**src/rtl/core/lcsw_pkg.sv**
```systemverilog
// ----------------------------------------------------------------------------
// Load-cell weigher package
// Shared types, register codes and reset values of the stable-reading weigher.
// ----------------------------------------------------------------------------
package lcsw_pkg;

   // Default converter sample width.
   localparam int SAMPLE_WIDTH_DEF = 16;

   // Width of the calibration and weight words.
   localparam int WORD_W = 32;

   // Width of the register index on the configuration port.
   localparam int CSR_IDX_W = 3;

   // Register indexes on the configuration port.
   typedef enum logic [CSR_IDX_W-1:0] {
      IDX_GAIN         = 3'd0,
      IDX_OFFSET       = 3'd1,
      IDX_MIN_WEIGHT   = 3'd2,
      IDX_MAX_WEIGHT   = 3'd3,
      IDX_STABLE_COUNT = 3'd4,
      IDX_ZERO_BAND    = 3'd5
   } csr_index_type;

   // Verdict codes carried with each weight.
   typedef enum logic [1:0] {
      VERDICT_ACCEPTED     = 2'd0,
      VERDICT_OUT_OF_RANGE = 2'd1,
      VERDICT_NEAR_ZERO    = 2'd2
   } verdict_type;

   // Calibration and decision settings.
   typedef struct packed {
      logic signed [WORD_W-1:0] gain;
      logic signed [WORD_W-1:0] offset;
      logic signed [WORD_W-1:0] min_weight;
      logic signed [WORD_W-1:0] max_weight;
      logic        [7:0]        stable_count;
      logic        [WORD_W-2:0] zero_band;
   } cfg_type;

   // Reset values of the settings.
   localparam logic signed [WORD_W-1:0] GAIN_RESET       = 32'sd334291;
   localparam logic signed [WORD_W-1:0] OFFSET_RESET     = -32'sd35274;
   localparam logic signed [WORD_W-1:0] MIN_WEIGHT_RESET = 32'sd0;
   localparam logic signed [WORD_W-1:0] MAX_WEIGHT_RESET = 32'sd0;
   localparam logic        [7:0]        STABLE_RESET     = 8'd8;
   localparam logic        [WORD_W-2:0] ZERO_BAND_RESET  = 31'd26;

   // Saturation limits of the weight.
   localparam logic signed [WORD_W-1:0] WEIGHT_MAX = 32'sh7fff_ffff;
   localparam logic signed [WORD_W-1:0] WEIGHT_MIN = 32'sh8000_0000;

endpackage

```
**src/rtl/core/lcsw_csr.sv**
```systemverilog
// ----------------------------------------------------------------------------
// Weigher settings registers
// Holds the calibration and decision settings written over the config port.
// ----------------------------------------------------------------------------
module lcsw_csr
   import lcsw_pkg::*;
(
   input  logic                 clock,
   input  logic                 reset,
   input  logic                 csr_valid,
   output logic                 csr_ready,
   input  logic [CSR_IDX_W-1:0] csr_index,
   input  logic [WORD_W-1:0]    csr_wdata,
   output cfg_type              cfg
);

   cfg_type cfg_ff;
   cfg_type cfg_in;

   // Writes are always taken.
   assign csr_ready = 1'b1;

   // Decode the register index; unknown indexes are dropped.
   always_comb begin
      cfg_in = cfg_ff;
      if (csr_valid) begin
         case (csr_index)
            IDX_GAIN:         cfg_in.gain         = csr_wdata;
            IDX_OFFSET:       cfg_in.offset       = csr_wdata;
            IDX_MIN_WEIGHT:   cfg_in.min_weight   = csr_wdata;
            IDX_MAX_WEIGHT:   cfg_in.max_weight   = csr_wdata;
            IDX_STABLE_COUNT: cfg_in.stable_count = csr_wdata[7:0];
            IDX_ZERO_BAND:    cfg_in.zero_band    = csr_wdata[WORD_W-2:0];
            default:          cfg_in              = cfg_ff;
         endcase
      end
   end

   always_ff @(posedge clock) begin
      if (reset) begin
         cfg_ff.gain         <= GAIN_RESET;
         cfg_ff.offset       <= OFFSET_RESET;
         cfg_ff.min_weight   <= MIN_WEIGHT_RESET;
         cfg_ff.max_weight   <= MAX_WEIGHT_RESET;
         cfg_ff.stable_count <= STABLE_RESET;
         cfg_ff.zero_band    <= ZERO_BAND_RESET;
      end else begin
         cfg_ff <= cfg_in;
      end
   end

   assign cfg = cfg_ff;

endmodule

```
**src/rtl/core/lcsw_tracker.sv**
```systemverilog
// ----------------------------------------------------------------------------
// Stability tracker
// Counts repeats of the held sample and flags the request that makes the
// reading stable; then waits for a different sample before reading again.
// ----------------------------------------------------------------------------
module lcsw_tracker
   import lcsw_pkg::*;
#(
   parameter int SAMPLE_WIDTH = SAMPLE_WIDTH_DEF
) (
   input  logic                    clock,
   input  logic                    reset,
   input  logic                    accept,
   input  logic [SAMPLE_WIDTH-1:0] sample,
   input  logic [7:0]              stable_count,
   output logic                    emit
);

   typedef enum logic {
      PH_READING,
      PH_STALLED
   } phase_type;

   phase_type               phase_ff;
   logic [SAMPLE_WIDTH-1:0] held_ff;
   logic [7:0]              run_ff;

   logic       match;
   logic [7:0] run_inc;
   logic       hit;

   // Compare against the held sample; the run counter wraps at 256.
   assign match   = (sample == held_ff);
   assign run_inc = run_ff + 8'd1;
   assign hit     = (run_inc == stable_count);

   assign emit = accept && (phase_ff == PH_READING) && match && hit;

   // Phase, held sample and repeat count advance on each accepted request.
   always_ff @(posedge clock) begin
      if (reset) begin
         phase_ff <= PH_READING;
         held_ff  <= '0;
         run_ff   <= '0;
      end else if (accept) begin
         case (phase_ff)
            PH_READING: begin
               if (!match) begin
                  run_ff  <= '0;
                  held_ff <= sample;
               end else begin
                  run_ff <= run_inc;
                  if (hit) begin
                     phase_ff <= PH_STALLED;
                  end
               end
            end
            PH_STALLED: begin
               // A different sample releases the stall but is not stored.
               if (!match) begin
                  run_ff   <= '0;
                  phase_ff <= PH_READING;
               end
            end
            default: begin
               phase_ff <= PH_READING;
            end
         endcase
      end
   end

endmodule

```
**src/rtl/core/lcsw_calib.sv**
```systemverilog
// ----------------------------------------------------------------------------
// Calibration stage
// Registers the stable sample, applies gain and offset with saturation,
// classifies the weight and holds the result until it is taken.
// ----------------------------------------------------------------------------
module lcsw_calib
   import lcsw_pkg::*;
#(
   parameter int SAMPLE_WIDTH = SAMPLE_WIDTH_DEF
) (
   input  logic                    clock,
   input  logic                    reset,
   input  cfg_type                 cfg,
   input  logic                    push,
   input  logic [SAMPLE_WIDTH-1:0] sample,
   output logic                    take_ready,
   output logic                    rsp_valid,
   input  logic                    rsp_ready,
   output logic [WORD_W-1:0]       rsp_weight,
   output logic [1:0]              rsp_verdict
);

   localparam int PROD_W  = WORD_W + SAMPLE_WIDTH;
   localparam int SCALE_W = PROD_W - 8;
   localparam int SUM_W   = SCALE_W + 1;

   logic                    s1_valid_ff;
   logic [SAMPLE_WIDTH-1:0] s1_sample_ff;
   logic                    s1_adv;

   logic                    rsp_valid_ff;
   logic [WORD_W-1:0]       weight_ff;
   verdict_type             verdict_ff;

   logic signed [PROD_W-1:0]  prod;
   logic signed [SCALE_W-1:0] scaled;
   logic signed [SUM_W-1:0]   sum;
   logic                      in_range;
   logic signed [WORD_W-1:0]  weight;
   logic signed [WORD_W:0]    w_ext;
   logic        [WORD_W:0]    mag;
   verdict_type               verdict;

   // Stage one moves on when the result register is empty or being drained.
   assign s1_adv     = s1_valid_ff && (!rsp_valid_ff || rsp_ready);
   assign take_ready = !s1_valid_ff || s1_adv;

   // Product, floor shift by eight, then intercept.
   assign prod   = $signed(s1_sample_ff) * cfg.gain;
   assign scaled = prod[PROD_W-1:8];
   assign sum    = SUM_W'(scaled) + SUM_W'(cfg.offset);

   // Saturate when the bits above the weight word are not all sign bits.
   assign in_range = (&sum[SUM_W-1:WORD_W-1]) || !(|sum[SUM_W-1:WORD_W-1]);

   always_comb begin
      if (in_range) begin
         weight = sum[WORD_W-1:0];
      end else if (sum[SUM_W-1]) begin
         weight = WEIGHT_MIN;
      end else begin
         weight = WEIGHT_MAX;
      end
   end

   // Near zero wins over the range check.
   assign w_ext = (WORD_W+1)'(weight);
   assign mag   = w_ext[WORD_W] ? unsigned'(-w_ext) : unsigned'(w_ext);

   always_comb begin
      if (mag <= {2'b00, cfg.zero_band}) begin
         verdict = VERDICT_NEAR_ZERO;
      end else if ((weight >= cfg.min_weight) && (weight <= cfg.max_weight)) begin
         verdict = VERDICT_ACCEPTED;
      end else begin
         verdict = VERDICT_OUT_OF_RANGE;
      end
   end

   // Stage one: stable sample register.
   always_ff @(posedge clock) begin
      if (reset) begin
         s1_valid_ff <= 1'b0;
      end else begin
         s1_valid_ff <= push || (s1_valid_ff && !s1_adv);
      end
      if (push) begin
         s1_sample_ff <= sample;
      end
   end

   // Result register, held while the receiver stalls.
   always_ff @(posedge clock) begin
      if (reset) begin
         rsp_valid_ff <= 1'b0;
      end else begin
         rsp_valid_ff <= s1_adv || (rsp_valid_ff && !rsp_ready);
      end
      if (s1_adv) begin
         weight_ff  <= weight;
         verdict_ff <= verdict;
      end
   end

   assign rsp_valid   = rsp_valid_ff;
   assign rsp_weight  = weight_ff;
   assign rsp_verdict = verdict_ff;

endmodule

```
**src/rtl/core/load_cell_stable_weigher.sv**
```systemverilog
// ----------------------------------------------------------------------------
// Load-cell stable weigher
// Detects a stable load-cell reading and reports its calibrated weight with
// an accept, out-of-range or near-zero verdict.
// ----------------------------------------------------------------------------
// Usage:
// One signed converter sample is taken per request on the req_ channel. Most
// requests only update the stability tracker and produce nothing. The request
// that completes stable_count repeats of the held sample produces one result
// on the rsp_ channel: the saturated Q24.8 weight and a verdict.
// That result passes through the stable-sample register and then the
// multiply-add-compare stage that loads the result register.
// Throughput is one request per cycle; req_ready drops only while both the
// stable-sample register and the result register are full and the receiver
// stalls.
// Settings are written over the csr_ channel, one register per cycle; the user
// must write them only while the block is idle, which the block does not enforce.
// Reset restores the default calibration, clears the held sample and repeat
// count, and empties both registers.
// ----------------------------------------------------------------------------
module load_cell_stable_weigher
   import lcsw_pkg::*;
#(
   parameter int SAMPLE_WIDTH = SAMPLE_WIDTH_DEF
) (
   input  logic                    clock,
   input  logic                    reset,
   input  logic                    req_valid,
   output logic                    req_ready,
   input  logic [SAMPLE_WIDTH-1:0] req_sample,
   output logic                    rsp_valid,
   input  logic                    rsp_ready,
   output logic [WORD_W-1:0]       rsp_weight,
   output logic [1:0]              rsp_verdict,
   input  logic                    csr_valid,
   output logic                    csr_ready,
   input  logic [CSR_IDX_W-1:0]    csr_index,
   input  logic [WORD_W-1:0]       csr_wdata
);

   cfg_type cfg;
   logic    accept;
   logic    emit;
   logic    take_ready;

   // A request is taken whenever the stable-sample register can move.
   assign req_ready = take_ready;
   assign accept    = req_valid && take_ready;

   lcsw_csr u_csr (
      .clock     (clock),
      .reset     (reset),
      .csr_valid (csr_valid),
      .csr_ready (csr_ready),
      .csr_index (csr_index),
      .csr_wdata (csr_wdata),
      .cfg       (cfg)
   );

   lcsw_tracker #(
      .SAMPLE_WIDTH (SAMPLE_WIDTH)
   ) u_tracker (
      .clock        (clock),
      .reset        (reset),
      .accept       (accept),
      .sample       (req_sample),
      .stable_count (cfg.stable_count),
      .emit         (emit)
   );

   lcsw_calib #(
      .SAMPLE_WIDTH (SAMPLE_WIDTH)
   ) u_calib (
      .clock       (clock),
      .reset       (reset),
      .cfg         (cfg),
      .push        (emit),
      .sample      (req_sample),
      .take_ready  (take_ready),
      .rsp_valid   (rsp_valid),
      .rsp_ready   (rsp_ready),
      .rsp_weight  (rsp_weight),
      .rsp_verdict (rsp_verdict)
   );

endmodule

```
**config.mk**
```make
export PLATFORM = sky130hd
export DESIGN_NAME = load_cell_stable_weigher
export DESIGN_NICKNAME = d
export VERILOG_FILES = /design/src/rtl/core/lcsw_pkg.sv /design/src/rtl/core/lcsw_csr.sv /design/src/rtl/core/lcsw_tracker.sv /design/src/rtl/core/lcsw_calib.sv /design/src/rtl/core/load_cell_stable_weigher.sv
export SDC_FILE = /design/constraint.sdc
export NUM_CORES = 2
export LEC_CHECK = 0
export BUFFER_PORTS_ARGS = -buffer_cell sky130_fd_sc_hd__buf_2
export CAP_MARGIN = 10
export CORE_MARGIN = 2
export CORE_UTILIZATION = 30
export CTS_BUF_LIST = sky130_fd_sc_hd__clkbuf_8
export DETAILED_ROUTE_END_ITERATION = 8
export HOLD_SLACK_MARGIN = 0.1
export PLACE_DENSITY = 0.53
export SETUP_SLACK_MARGIN = 0.4
export SYNTH_ARGS = -nofsm -noshare
export SYNTH_HDL_FRONTEND = slang
export SYNTH_HIERARCHICAL = 1
export SYNTH_SLANG_ARGS = --single-unit
```
**constraint.sdc**
```tcl
create_clock -name clock -period 13.21 [get_ports clock]
set_input_delay 0.6605 -clock clock [delete_from_list [all_inputs] [get_ports clock]]
set_output_delay 0.6605 -clock clock [all_outputs]
set_load 0.01 [all_outputs]
```
==> flow_summary.toml <==
[route]
routedWlPerCell_um = 18.0
vias_per_cell = 4.72
post-route-drc-count = 0
routed_wirelength_um = 97000
ant_nets = 0
vias = 25500
drt_pass1_iterations = 5
drtIter0Drc = 1442

[synth]
synth-edff-count = 50
ys.flop_type = "dfxtp_1"
synthDistinctLibCells = 89
yosys_warnings = 6
yosysSeqAreaShare_pct = 16.3
syn-cell-area_um2 = 33100
synthCells = 3756
synth-async-reset-ratio_pct = 0
synthesis.nets = 4547
synth-seq-cells = 244
synth.avg_cell_area_um2 = 8.81

[critical_path]
max_stage_delay_ns = 0.55
crit_path_top_delay_cell = "fa_2"
cp-end-kind = "register"
path_max_fanout = 11
critPathKind = "register to register"
cp.arrival_ns = 12.81
start_kind = "register"
path_buf_inv = 11
cp.required_ns = 13.57
cp_top_family = "adder cells"

[layout]
final_cell_mix = "inv_1, fa_1, nand2_1"
fill_cells = 11400
drive_above_1_share_pct = 11.1
mostFrequentLayoutCell = "inv_1"
area_growth_pct = 13.8
multi_input_comb_area_um2 = 24900
register_area_um2 = 5410
final_cell_area_um2 = 37600
layout.nets = 4674
fin_cells = 5396

[cts]
clock_latency_ns = 0.63
cts_tree = "built"
cts_buffers = 47
clk_pin_slew_worst_paths_ns = 0.06
cts_sinks = 244
h-tree-depth = 2
cts_max_path_buffers = 3
hold_buffers = 0
cts-root-buf = "clkbuf_8"

[floorplan]
die_h_um = 336
core_um2 = 109000
dieArea_um2 = 113000
num_rows = 121
start_util_pct = 30.3
io_pins = 93
fp.dieW_um = 336

[flow_run]
maxCapViolCount = 0

[pwr]
p_switching_w = 0.00366
leakage_nw = 16.9
peakVddDrop_mv = 0.280
combPwrFrac_pct = 75.8
p_clk_share_pct = 12.3
netSwitchingFraction_pct = 53.4
power.density_nw_per_um2 = 182
intPower_w = 0.00319
p_seq_share_pct = 11.9

[grt]
grt_pass1_vias = 26500
antenna_found_initial = 5
overflow = 0
grt_pass1_wl_um = 152000
track_usage_pct = 17.3
grt_max_degree = 125

[sta]
hold_violations = 0
setup_ws_ns = 0.765
clock_skew_ns = 0.0220
period_needed_ns = 12.45
fin_crit_sh_pct = 94.2
drv_slew = 0
slew_headroom_pct = 24.5
max_freq_mhz = 80.4
finalSetupViolCount = 0
rsz0062_at_grt = "yes"
tightest_slew_ns = 1.13
tns_ns = 0
finalHoldWorstSlack_ns = 0.261

[placed_design]
io_buffers = 91
dpl.cell_count = 5297
post-place-ws_ns = -0.142
dp_hpwl_um = 77100
place_congestion = 0.890
post_dp_cell_area_um2 = 35900

[worst_hold_path]
hp-class = "input pin to register"

[outcome]
status = "finished, final reports clean"
==> timing repair <==
item | in CTS | in global routing
endpoints found under the setup margin | 2 | 2
pin swaps | 6 | 29
cloned | 0 | 2
resized for setup | 22 | 94
buffers inserted | 1 | 10
==> Yosys cell counts (8+ instances only) <==
library cell / instances / area share [%]
inv_1: 687 / 7.8
fa_1: 486 / 29
nand2_1: 390 / 4.4
ha_1: 249 / 9.4
dfxtp_1: 194 / 12
and2_1: 191 / 3.6
nand2b_1: 185 / 3.5
nor2_1: 182 / 2.1
mux2i_1: 171 / 5.2
a21oi_1: 141 / 2.1
clkbuf_1: 133 / 1.5
o21ai_0: 108 / 1.6
xnor2_1: 55 / 1.5
xor2_1: 52 / 1.4
edfxtp_1: 50 / 4.5
a21o_1: 45 / 1.0
nand4_1: 44 / 0.83
nand3_1: 42 / 0.64
nor3_1: 34 / 0.51
nor2b_1: 31 / 0.59
buf_2: 30 / 0.45
a31oi_1: 24 / 0.45
o21a_1: 21 / 0.48
nor4_1: 17 / 0.32
and3_1: 12 / 0.23
o211ai_1: 12 / 0.27
o21bai_1: 12 / 0.27
a2bb2oi_1: 11 / 0.29
or3_1: 11 / 0.21
buf_4: 8 / 0.18
==> layer usage <==
layer	track usage [%]	part of all wire (%)	vias to the layer above
li1	-	-	12100
met1	22.6	45	12700
met2	29.8	48	539
met3	2.24	4.7	116
met4	4.51	2.4	2
met5	0	0.011	-
==> power by group through the flow <==
stage          clock network (W)  registers [W]  logic [W]
6_report                0.000843       0.000813    0.00520
5_1_grt                 0.000903       0.000814    0.00576
4_1_cts                 0.000869       0.000813    0.00492
3_5_place_dp                   0       0.000829    0.00486
3_3_place_gp                   0       0.000829    0.00489
2_1_floorplan                  0       0.000823    0.00336
==> worst paths after layout <==
| path | slack, ns | cells after the start | end | start |
|---|---|---|---|---|
| setup / recovery | 0.76 | 60 | u_calib/rsp_verdict[0] | u_calib/s1_sample_ff[6] |
| hold / removal | 0.26 | 1 | u_calib/s1_sample_ff[7] | req_sample[7] |
| setup reg to reg | 0.76 | 60 | u_calib/rsp_verdict[0] | u_calib/s1_sample_ff[6] |
| hold reg to reg | 0.47 | 2 | u_csr/cfg[97] | u_csr/cfg[97] |
==> through the flow <==
step / power (W) / utilization (%)
final: 0.00685 / 34.5
after global routing: 0.00747 / 34.5
after CTS: 0.00660 / 33.9
after detailed placement: 0.00569 / 32.9
after global placement: 0.00572 / 32.9
after floorplan: 0.00419 / -
==> sequential cells by signal, summed over array words and instances, names as in the netlist, 2 cells and up <==
name and cells:
u_csr/cfg 167, u_calib/rsp_weight 32, u_calib/s1_sample_ff 16, u_tracker/held_ff 16
u_tracker/run_ff 8, u_calib/rsp_verdict 2
==> cell families (layout without fill, tap and decap cells) <==
logic type      Yosys count  in the layout  synth area share, %
other cells               1              2               0.0113
xor+xnor                107            107                 2.83
flops                   244            244                 16.3
mux                     171            171                 5.17
fa+ha+maj               735            735                 38.8
buf+inv                 865           1028                 10.1
simple gates           1180           1180                 18.1
compound gates          453            453                 8.66
==> layout make-up <==
| type | instances | area share (%) |
|---|---|---|
| Inverter | 687 | 6.86 |
| Antenna cell | 1 | 0.00665 |
| Multi-Input combinational cell | 2647 | 66.1 |
| Sequential cell | 244 | 14.4 |
| Clock buffer | 52 | 1.90 |
| Tap cell | 1476 | 4.91 |
| Clock inverter | 33 | 0.815 |
| Timing Repair Buffer | 256 | 4.99 |
(Power assumes the default switching activity.)
